**src/rtl/core/deskey_pkg.sv**
```systemverilog
// ----------------------------------------------------------------------------
// deskey_pkg
// Constants, permutation tables and helper functions for the DES key schedule.
// ----------------------------------------------------------------------------
`timescale 1ns / 1ps
`default_nettype none

package deskey_pkg;

	localparam int KEY_W   = 64;
	localparam int CD_W    = 56;
	localparam int HALF_W  = 28;
	localparam int SUB_W   = 48;
	localparam int ROUNDS  = 16;
	localparam int RND_W   = $clog2(ROUNDS);
	localparam int IDX_W   = 5;

	localparam logic [RND_W-1:0] ROUND_LAST = RND_W'(ROUNDS - 1);

	// Bit r is set when round r+1 rotates the halves by two places.
	localparam logic [ROUNDS-1:0] ROT_TWO = 16'h7EFC;

	localparam byte unsigned PC1_TAB [CD_W] = '{
		8'd57, 8'd49, 8'd41, 8'd33, 8'd25, 8'd17, 8'd9,
		8'd1,  8'd58, 8'd50, 8'd42, 8'd34, 8'd26, 8'd18,
		8'd10, 8'd2,  8'd59, 8'd51, 8'd43, 8'd35, 8'd27,
		8'd19, 8'd11, 8'd3,  8'd60, 8'd52, 8'd44, 8'd36,
		8'd63, 8'd55, 8'd47, 8'd39, 8'd31, 8'd23, 8'd15,
		8'd7,  8'd62, 8'd54, 8'd46, 8'd38, 8'd30, 8'd22,
		8'd14, 8'd6,  8'd61, 8'd53, 8'd45, 8'd37, 8'd29,
		8'd21, 8'd13, 8'd5,  8'd28, 8'd20, 8'd12, 8'd4
	};

	localparam byte unsigned PC2_TAB [SUB_W] = '{
		8'd14, 8'd17, 8'd11, 8'd24, 8'd1,  8'd5,
		8'd3,  8'd28, 8'd15, 8'd6,  8'd21, 8'd10,
		8'd23, 8'd19, 8'd12, 8'd4,  8'd26, 8'd8,
		8'd16, 8'd7,  8'd27, 8'd20, 8'd13, 8'd2,
		8'd41, 8'd52, 8'd31, 8'd37, 8'd47, 8'd55,
		8'd30, 8'd40, 8'd51, 8'd45, 8'd33, 8'd48,
		8'd44, 8'd49, 8'd39, 8'd56, 8'd34, 8'd53,
		8'd46, 8'd42, 8'd50, 8'd36, 8'd29, 8'd32
	};

	// One round on its way from the generator into the pipeline.
	typedef struct packed {
		logic [CD_W-1:0]  cd;
		logic [RND_W-1:0] rnd;
	} deskey_round_t;

	// Table positions count from 1 at the most significant bit.
	function automatic logic [CD_W-1:0] pc1(input logic [KEY_W-1:0] key);
		logic [CD_W-1:0] res;
		res = '0;
		for (int i = 0; i < CD_W; i++) begin
			res[CD_W-1-i] = key[KEY_W - int'(PC1_TAB[i])];
		end
		return res;
	endfunction

	function automatic logic [SUB_W-1:0] pc2(input logic [CD_W-1:0] cd);
		logic [SUB_W-1:0] res;
		res = '0;
		for (int i = 0; i < SUB_W; i++) begin
			res[SUB_W-1-i] = cd[CD_W - int'(PC2_TAB[i])];
		end
		return res;
	endfunction

	function automatic logic [HALF_W-1:0] rotl_half(input logic [HALF_W-1:0] h,
			input logic two);
		logic [HALF_W-1:0] res;
		if (two) begin
			res = {h[HALF_W-3:0], h[HALF_W-1:HALF_W-2]};
		end else begin
			res = {h[HALF_W-2:0], h[HALF_W-1]};
		end
		return res;
	endfunction

endpackage

`default_nettype wire

```
**src/rtl/core/deskey_round_gen.sv**
```systemverilog
// ----------------------------------------------------------------------------
// deskey_round_gen
// Takes a key, applies PC1 and steps the C and D halves through the sixteen
// rotations, offering one rotated C:D per cycle, while adv is high, to the subkey pipeline.
// ----------------------------------------------------------------------------
`timescale 1ns / 1ps
`default_nettype none

module deskey_round_gen
	import deskey_pkg::*;
(
	input  wire logic                 clk,
	input  wire logic                 arst_n,
	input  wire logic                 key_valid,
	output logic                      key_ready,
	input  wire logic [KEY_W-1:0]     key_in,
	input  wire logic                 adv,
	output logic                      rnd_valid,
	output deskey_round_t             rnd_out
);

	logic [HALF_W-1:0] c_q, d_q;
	logic [RND_W-1:0]  rnd_q;
	logic              busy_q;
	logic [HALF_W-1:0] c_rot, d_rot;
	logic [CD_W-1:0]   cd_init;
	logic              key_acc;
	logic              step;
	logic              at_last;

	assign cd_init = pc1(key_in);
	assign c_rot   = rotl_half(c_q, ROT_TWO[rnd_q]);
	assign d_rot   = rotl_half(d_q, ROT_TWO[rnd_q]);
	assign at_last = (rnd_q == ROUND_LAST);
	assign step    = busy_q && adv;

	// A new key may load in the same cycle the last round of the old one leaves.
	assign key_ready = !busy_q || (at_last && adv);
	assign key_acc   = key_valid && key_ready;

	assign rnd_valid  = busy_q;
	assign rnd_out.cd  = {c_rot, d_rot};
	assign rnd_out.rnd = rnd_q;

	always_ff @(posedge clk or negedge arst_n) begin
		if (!arst_n) begin
			busy_q <= 1'b0;
			rnd_q  <= '0;
		end else if (key_acc) begin
			busy_q <= 1'b1;
			rnd_q  <= '0;
		end else if (step) begin
			busy_q <= !at_last;
			rnd_q  <= rnd_q + RND_W'(1);
		end
	end

	always_ff @(posedge clk) begin
		if (key_acc) begin
			c_q <= cd_init[CD_W-1:HALF_W];
			d_q <= cd_init[HALF_W-1:0];
		end else if (step) begin
			c_q <= c_rot;
			d_q <= d_rot;
		end
	end

endmodule

`default_nettype wire

```
**src/rtl/core/des_key_schedule_unit.sv**
```systemverilog
// ----------------------------------------------------------------------------
// des_key_schedule_unit
// Expands one 64-bit DES key into its sixteen 48-bit round subkeys.
// ----------------------------------------------------------------------------
// Usage:
// A key is taken on the key channel (key_valid/key_ready). The sixteen
// subkeys leave on the output channel (out_valid/out_ready) in round order,
// one beat each, tagged with round_index 1..16 and with last_round on 16.
// The first subkey passes the generator's C and D registers, then the rotated C:D, PC2 and output stages.
// Throughput: one subkey beat per cycle while out_ready is high;
// the next key is taken in the cycle its predecessor's round 16 enters the
// pipeline, so subkeys of successive keys follow without a gap.
// The rate is set by the round generator, which holds the C and D halves in
// one register pair and rotates them once per cycle when not stalled.
// Behind it sit three register stages: rotated C:D, PC2 result, and the
// output register. Each stage moves only when the one after it is free or
// emptying, so a stall on out_ready holds every beat in place and fills the
// empty stages; key_ready drops once the generator backs up.
// Reset clears all valid bits and the generator; no beat is in flight after.
// ----------------------------------------------------------------------------
`timescale 1ns / 1ps
`default_nettype none

module des_key_schedule_unit
	import deskey_pkg::*;
(
	input  wire logic              clk,
	input  wire logic              arst_n,
	input  wire logic              key_valid,
	output logic                   key_ready,
	input  wire logic [KEY_W-1:0]  key_in,
	output logic                   out_valid,
	input  wire logic              out_ready,
	output logic [SUB_W-1:0]       round_key,
	output logic [IDX_W-1:0]       round_index,
	output logic                   last_round
);

	logic          gen_valid;
	deskey_round_t gen_rnd;

	logic              v_s1, v_s2, v_s3;
	deskey_round_t     rnd_s1;
	logic [SUB_W-1:0]  key_s2, key_s3;
	logic [RND_W-1:0]  rnd_s2;
	logic [IDX_W-1:0]  idx_s3;
	logic              last_s3;
	logic              en1, en2, en3;

	assign en3 = !v_s3 || out_ready;
	assign en2 = !v_s2 || en3;
	assign en1 = !v_s1 || en2;

	deskey_round_gen u_gen (
		.clk       (clk),
		.arst_n    (arst_n),
		.key_valid (key_valid),
		.key_ready (key_ready),
		.key_in    (key_in),
		.adv       (en1),
		.rnd_valid (gen_valid),
		.rnd_out   (gen_rnd)
	);

	always_ff @(posedge clk or negedge arst_n) begin
		if (!arst_n) begin
			v_s1 <= 1'b0;
			v_s2 <= 1'b0;
			v_s3 <= 1'b0;
		end else begin
			if (en1) v_s1 <= gen_valid;
			if (en2) v_s2 <= v_s1;
			if (en3) v_s3 <= v_s2;
		end
	end

	always_ff @(posedge clk) begin
		if (en1) begin
			rnd_s1 <= gen_rnd;
		end
		if (en2) begin
			key_s2 <= pc2(rnd_s1.cd);
			rnd_s2 <= rnd_s1.rnd;
		end
		if (en3) begin
			key_s3  <= key_s2;
			idx_s3  <= IDX_W'(rnd_s2) + IDX_W'(1);
			last_s3 <= (rnd_s2 == ROUND_LAST);
		end
	end

	assign out_valid   = v_s3;
	assign round_key   = key_s3;
	assign round_index = idx_s3;
	assign last_round  = last_s3;

endmodule

`default_nettype wire

```
**config.mk**
```make
export PLATFORM = sky130hd
export DESIGN_NAME = des_key_schedule_unit
export DESIGN_NICKNAME = d
export VERILOG_FILES = /design/src/rtl/core/deskey_pkg.sv /design/src/rtl/core/deskey_round_gen.sv /design/src/rtl/core/des_key_schedule_unit.sv
export SDC_FILE = /design/constraint.sdc
export NUM_CORES = 1
export LEC_CHECK = 0
export BUFFER_PORTS_ARGS = -buffer_cell sky130_fd_sc_hd__buf_2
export CORE_UTILIZATION = 60
export DETAILED_ROUTE_END_ITERATION = 10
export GPL_TIMING_DRIVEN = 0
export PLACE_DENSITY = 0.84
export RECOVER_POWER = 100
export SKIP_CTS_REPAIR_TIMING = 1
export SYNTH_ARGS = -nofsm -noshare
export SYNTH_HDL_FRONTEND = slang
export SYNTH_SLANG_ARGS = --single-unit
```
**constraint.sdc**
```tcl
create_clock -name clk -period 8.39 [get_ports clk]
set_input_delay 0 -clock clk [delete_from_list [all_inputs] [get_ports clk]]
set_output_delay 0 -clock clk [all_outputs]
set_load 0.03 [all_outputs]
```
---- Word level (Yosys, flattened, before mapping) ----
Memories as Yosys holds them, arrays and structs flattened.
Cells that the tools add are included.
storage, ports and cells
  logic and storage cells ................. 44
  bits in read-only memories .............. 16
  output and inout port bits .............. 56
  register bits ........................... 230
  memories ................................ 1
  input bits .............................. 68
operators by class
  reduce and logical (&&, ||, !) cells .... 13
  magnitude comparators ................... 1
  muxes and demuxes ....................... 11
  equal/unequal tests ..................... 2
  add/sub/neg operators ................... 2
memory list
  name              depth  bits a word  read ports  clocked after Yosys merged registers in  write ports  line                    RTL
  (name not given)  16     1            1           0                                        0            deskey_round_gen.sv:32  assign c_rot = rotl_half(c_q, ROT_TWO[rnd_q]);
operators by type and width
  cell                                                                          number
  28-bit two-way mux                                                            6
  4-bit equality test, second input constant                                    2
  4-bit two-way mux                                                             2
  4-bit by 1-bit adder with 5-bit output, second input constant                 1
  1-bit logical NOT                                                             5
  4-bit by 5-bit less-than comparator with 1-bit output, second input constant  1
  4-bit by 1-bit adder with 4-bit output, second input constant                 1
  1-bit logical OR                                                              4
  1-bit logical AND                                                             3
  1-bit two-way mux                                                             3
  2-bit nonzero test                                                            1

---- Logic depth before layout (Yosys ltp) ----
  depth after elaboration ................. 8
  mapped depth ............................ 8
  gate-level depth less buffers ........... 6

---- Cells and area by module ----
A second synthesis with hierarchy kept.
unflattened totals
  cell total of the unflattened synthesis .. 658
  area, all modules ....................... 9599.2 um^2
modules (own cells, without submodules)
  module                 cells an instance  area an instance (um^2)  sequential area each (um^2)  instances
  des_key_schedule_unit  174                4893.4                   4789.6                       1
  deskey_round_gen       484                4705.8                   1806.7                       1

---- Least setup slack after synthesis ----
OpenSTA, ideal clock, no wires.
  path kind ............................... register to register
  from .................................... reg v_s3, in the netlist out_valid
  to ...................................... reg u_gen.c_q[0] (enable)
  data required time ...................... 7902 ps
  cell stages (with the launch flop) ...... 4
  slack ................................... 4293 ps
  data arrival time ....................... 3608 ps
  period minus slack after synthesis ...... 4097 ps
  setup time .............................. 488 ps
  buffers on the path ..................... 1
  cell sequence ........................... dfrtp_1 > and4b_1 > buf_2 > a21oi_1
between the ends
  cells in the longest elaborated chain, start to end .. 8
  elaborated cells on any way between the ends .. 9
  classes of those cells .................. reduce/logical: 9
RTL lines
  what                                   line                         RTL
  start: declaration                     des_key_schedule_unit.sv:42  logic v_s1, v_s2, v_s3;
  start signal: assignment               des_key_schedule_unit.sv:73  if (en3) v_s3 <= v_s2;
  1-bit logical NOT *                    des_key_schedule_unit.sv:50  assign en3 = !v_s3 || out_ready;
  1-bit logical OR *                     des_key_schedule_unit.sv:50
  1-bit logical OR *                     des_key_schedule_unit.sv:51  assign en2 = !v_s2 || en3;
  1-bit logical OR *                     des_key_schedule_unit.sv:52  assign en1 = !v_s1 || en2;
  1-bit logical AND                      deskey_round_gen.sv:38       assign key_ready = !busy_q || (at_last && adv);
  1-bit logical OR                       deskey_round_gen.sv:38
  1-bit logical AND                      deskey_round_gen.sv:39       assign key_acc = key_valid && key_ready;
  2-bit nonzero test (no source line) *  --
  end signal: assignment                 deskey_round_gen.sv:60       c_q <= cd_init[CD_W-1:HALF_W];
  end signal: assignment                 deskey_round_gen.sv:63       c_q <= c_rot;
  end: declaration                       deskey_round_gen.sv:22       logic [HALF_W-1:0] c_q, d_q;
Every way passes the cells marked *; elsewhere a longest branch is shown, timed or not.
A chain may end at the register's enable or synchronous reset.

---- Worst setup path after layout ----
  from .................................... reg v_s3, in the netlist out_valid
  to ...................................... reg u_gen.c_q[12] (enable)
Same word-level chain as after synthesis.

==> metrics.txt <==
commonest cells in the netlist=edfxtp_1, mux2_2, mux2_4; xor/xnor share of the synthesized area=0.4205%; max-cap viol count=3; Post-Synth Adder-Cell Area=0.4505%; pin count of the biggest net entering global routing=40; Max Fclk=0.2343 GHz; vias per inst=5.381; clk sinks=221; Post-layout nets=675; M1 wire length=6.256 mm; prevailing post-synth register cell=edfxtp_1; largest family of logic cells by synthesized area=multiplexers; CTS tree=done; worst setup path class=reg -> reg; clk root buf=clkbuf_16; CTS buffer count=22; slew margin rel.=-46.96%; CP Capture Type=flip-flop; status=complete, but fails checks; remaining antenna violation count=0; met3 routed WL=707 µm; top cell type's share of synthesized area=76.77%; Max IR drop VDD=0.1941 mV; Yosys cell types=31; Final Hold Vio Count=0; WL final=15.56 mm; mux contribution to synthesized area=15.38%; first-pass GRT wire length=22.51 mm; Mapped Nets=471; final-report setup violation count=0; Max Slew Vio Count=92; DRT Pass-1 Iters=4; top sig layer=met4; Post-Synthesis Cell Area=0.008332 mm²; Initial Utilization=62.18%; fin cells=796; # IOs=124; Layout area overhead=22.15%; latest clock arrival within the worst-skew pair=480 ps; fraction of the cycle the final worst path needs=50.88%; mean post-synth cell area=20.83 µm²; skew final=8.462 ps; Post-DP Area=0.009279 mm²; Least-Margin Pin Slew=2204 ps; number of cells after detailed placement=697; asr flop ratio synth=3.620%; proportion of layout cells with a drive suffix above 1=23.39%; P_leak=3.665 nW; Hold/Removal Path Class=in -> reg; initial antenna violation count=0; vias in the first global route=4,136; DRC viols=0; synthesis-stage register bit count=221; crit path max fanout=25; Post-Synthesis Cells=400; post-synthesis compound-gate area fraction=1.201%; Synth Area in Simple Gates=1.817%; clk slew on worst S/H paths=60 ps; chip height=119.8 µm; Worst EP required=8470 ps; WHS=293.0 ps; Power Density=379.2 mW/mm²; Longest Clk Path Bufs=3; Arrival @ worst endpoint=4350 ps; number of flops mapped to enable cells by yosys=213; Yosys top cell by area=edfxtp_1; Starting DRT DRC Count=304; DR vias=4,283; post-DP HPWL=9.573 mm; Seq/Total Area, Yosys=79.17%; total gr overflow=0; final instance area=0.01018 mm²; Port Buf Inserts=115; H-tree levels=1; yosys warns=0; setup_tns=0 ps; Die ar.=0.01436 mm²; failing checks=max-capacitance violations, max-slew violations; diode count=0; WL met2=8.262 mm; top-count cell post-synth=edfxtp_1; fin crit period=4269 ps; Tot Pwr=3.859 mW; top cells by area, synth=edfxtp_1, mux2_2, mux2_4, dfrtp_1, mux2i_1; crit path launch type=flip-flop; setup repair after global routing missed its margin=false; post-DR wirelength/cell=19.55 µm; Site Rows=42; core outline area=0.01340 mm²; total track usage=21.07%; Die X=119.8 µm; gpl congestion=0.7885
path summary, 6_finish.rpt:
path                                   endpoint        from  slack [ps]  depth (start not counted)
worst max-delay path              u_gen.c_q[12]   out_valid        4120                          5
worst min-delay path            u_gen.rnd_valid   key_valid         290                          4
worst max register to register    u_gen.c_q[12]   out_valid        4120                          5
worst min register to register        key_s2[1]  rnd_s1[31]         410                          0
max in group asynchronous                  v_s2      arst_n        7610                          3
min in group asynchronous        u_gen.rnd_q[1]      arst_n         510                          3
stage by stage:
| stage | setup slack, ps | util, % |
|---|---|---|
| after global placement | 3203 | 68.11 |
| after floorplan | 4293 | - |
| final | 4121 | 75.95 |
| after CTS | 5853 | 74.26 |
| after global routing | 3726 | 75.95 |
| after detailed placement | 5881 | 69.24 |
logic make-up (layout without fill, tap and decap cells):
group                      Yosys count  in the layout
adders and majority gates            3              3
and+or+nand+nor                     30             30
xor gates and xnor gates             4              4
DFF                                221            221
AOI/OAI and AO/OA                   17             17
muxes                              104            104
buffers and inverters               21            241
cell type report:
| cell class | count | area [µm²] |
|---|---|---|
| Timing Repair Buffer | 180 | 1119 |
| Sequential cell | 221 | 6596 |
| Fill cell | 820 | 3223 |
| Tap cell | 176 | 220.2 |
| Clock inverter | 11 | 73.82 |
| Clock buffer | 29 | 598.1 |
| Inverter | 5 | 18.77 |
| Buffer | 16 | 71.32 |
| Multi-Input combinational cell | 158 | 1480 |
worst max-delay path, stage by stage (launching register included):
cell	delay [ps]
dfrtp_1	430
and4b_1	200
clkbuf_1	160
a21oi_1	1180
clkbuf_1	780
clkbuf_1	1120
report_power, final:
| part | internal, mW | switching (mW) |
|---|---|---|
| registers | 1.84 | 0.170 |
| clock network | 0.531 | 0.376 |
| logic | 0.431 | 0.508 |
| total | 2.81 | 1.05 |
layer usage:
metal / track usage, % / up-vias
met5: 0 / -
met4: 6.563 / 0
met3: 3.232 / 27
met2: 38.01 / 150
met1: 26.20 / 2134
li1: - / 1972
placed cells by master, fill, tap and decap left out:
master           n
and4b_1          1
a21boi_0         1
clkinvlp_4       1
o22a_1           1
buf_2           65
o21ai_0          3
mux2_1          44
nor2_1          12
a21oi_1         10
clkinv_2         2
buf_4            1
dlygate4sd3_1   59
nand3b_1         1
clkbuf_16       23
and3_1           1
xnor2_1          3
buf_1            1
dfrtp_1          8
clkinv_1         7
o31ai_1          1
bufinv_16        1
nand2_1          3
nor2b_1          1
inv_1            5
nand3_1          4
nand2b_1         4
ha_1             3
mux2_2          52
nand4_1          2
xor2_1           1
and2b_1          1
mux2i_1          8
clkbuf_1        76
edfxtp_1       213
o22ai_1          1
flip-flops by register name, summed over array words and instances (netlist names), 4 cells and up:
register     flops
round_index      5
u_gen.c_q       28
u_gen.d_q       28
round_key       48
rnd_s1          52
rnd_s2           4
u_gen.rnd_q      4
key_s2          48
(Power assumes the default switching activity.)
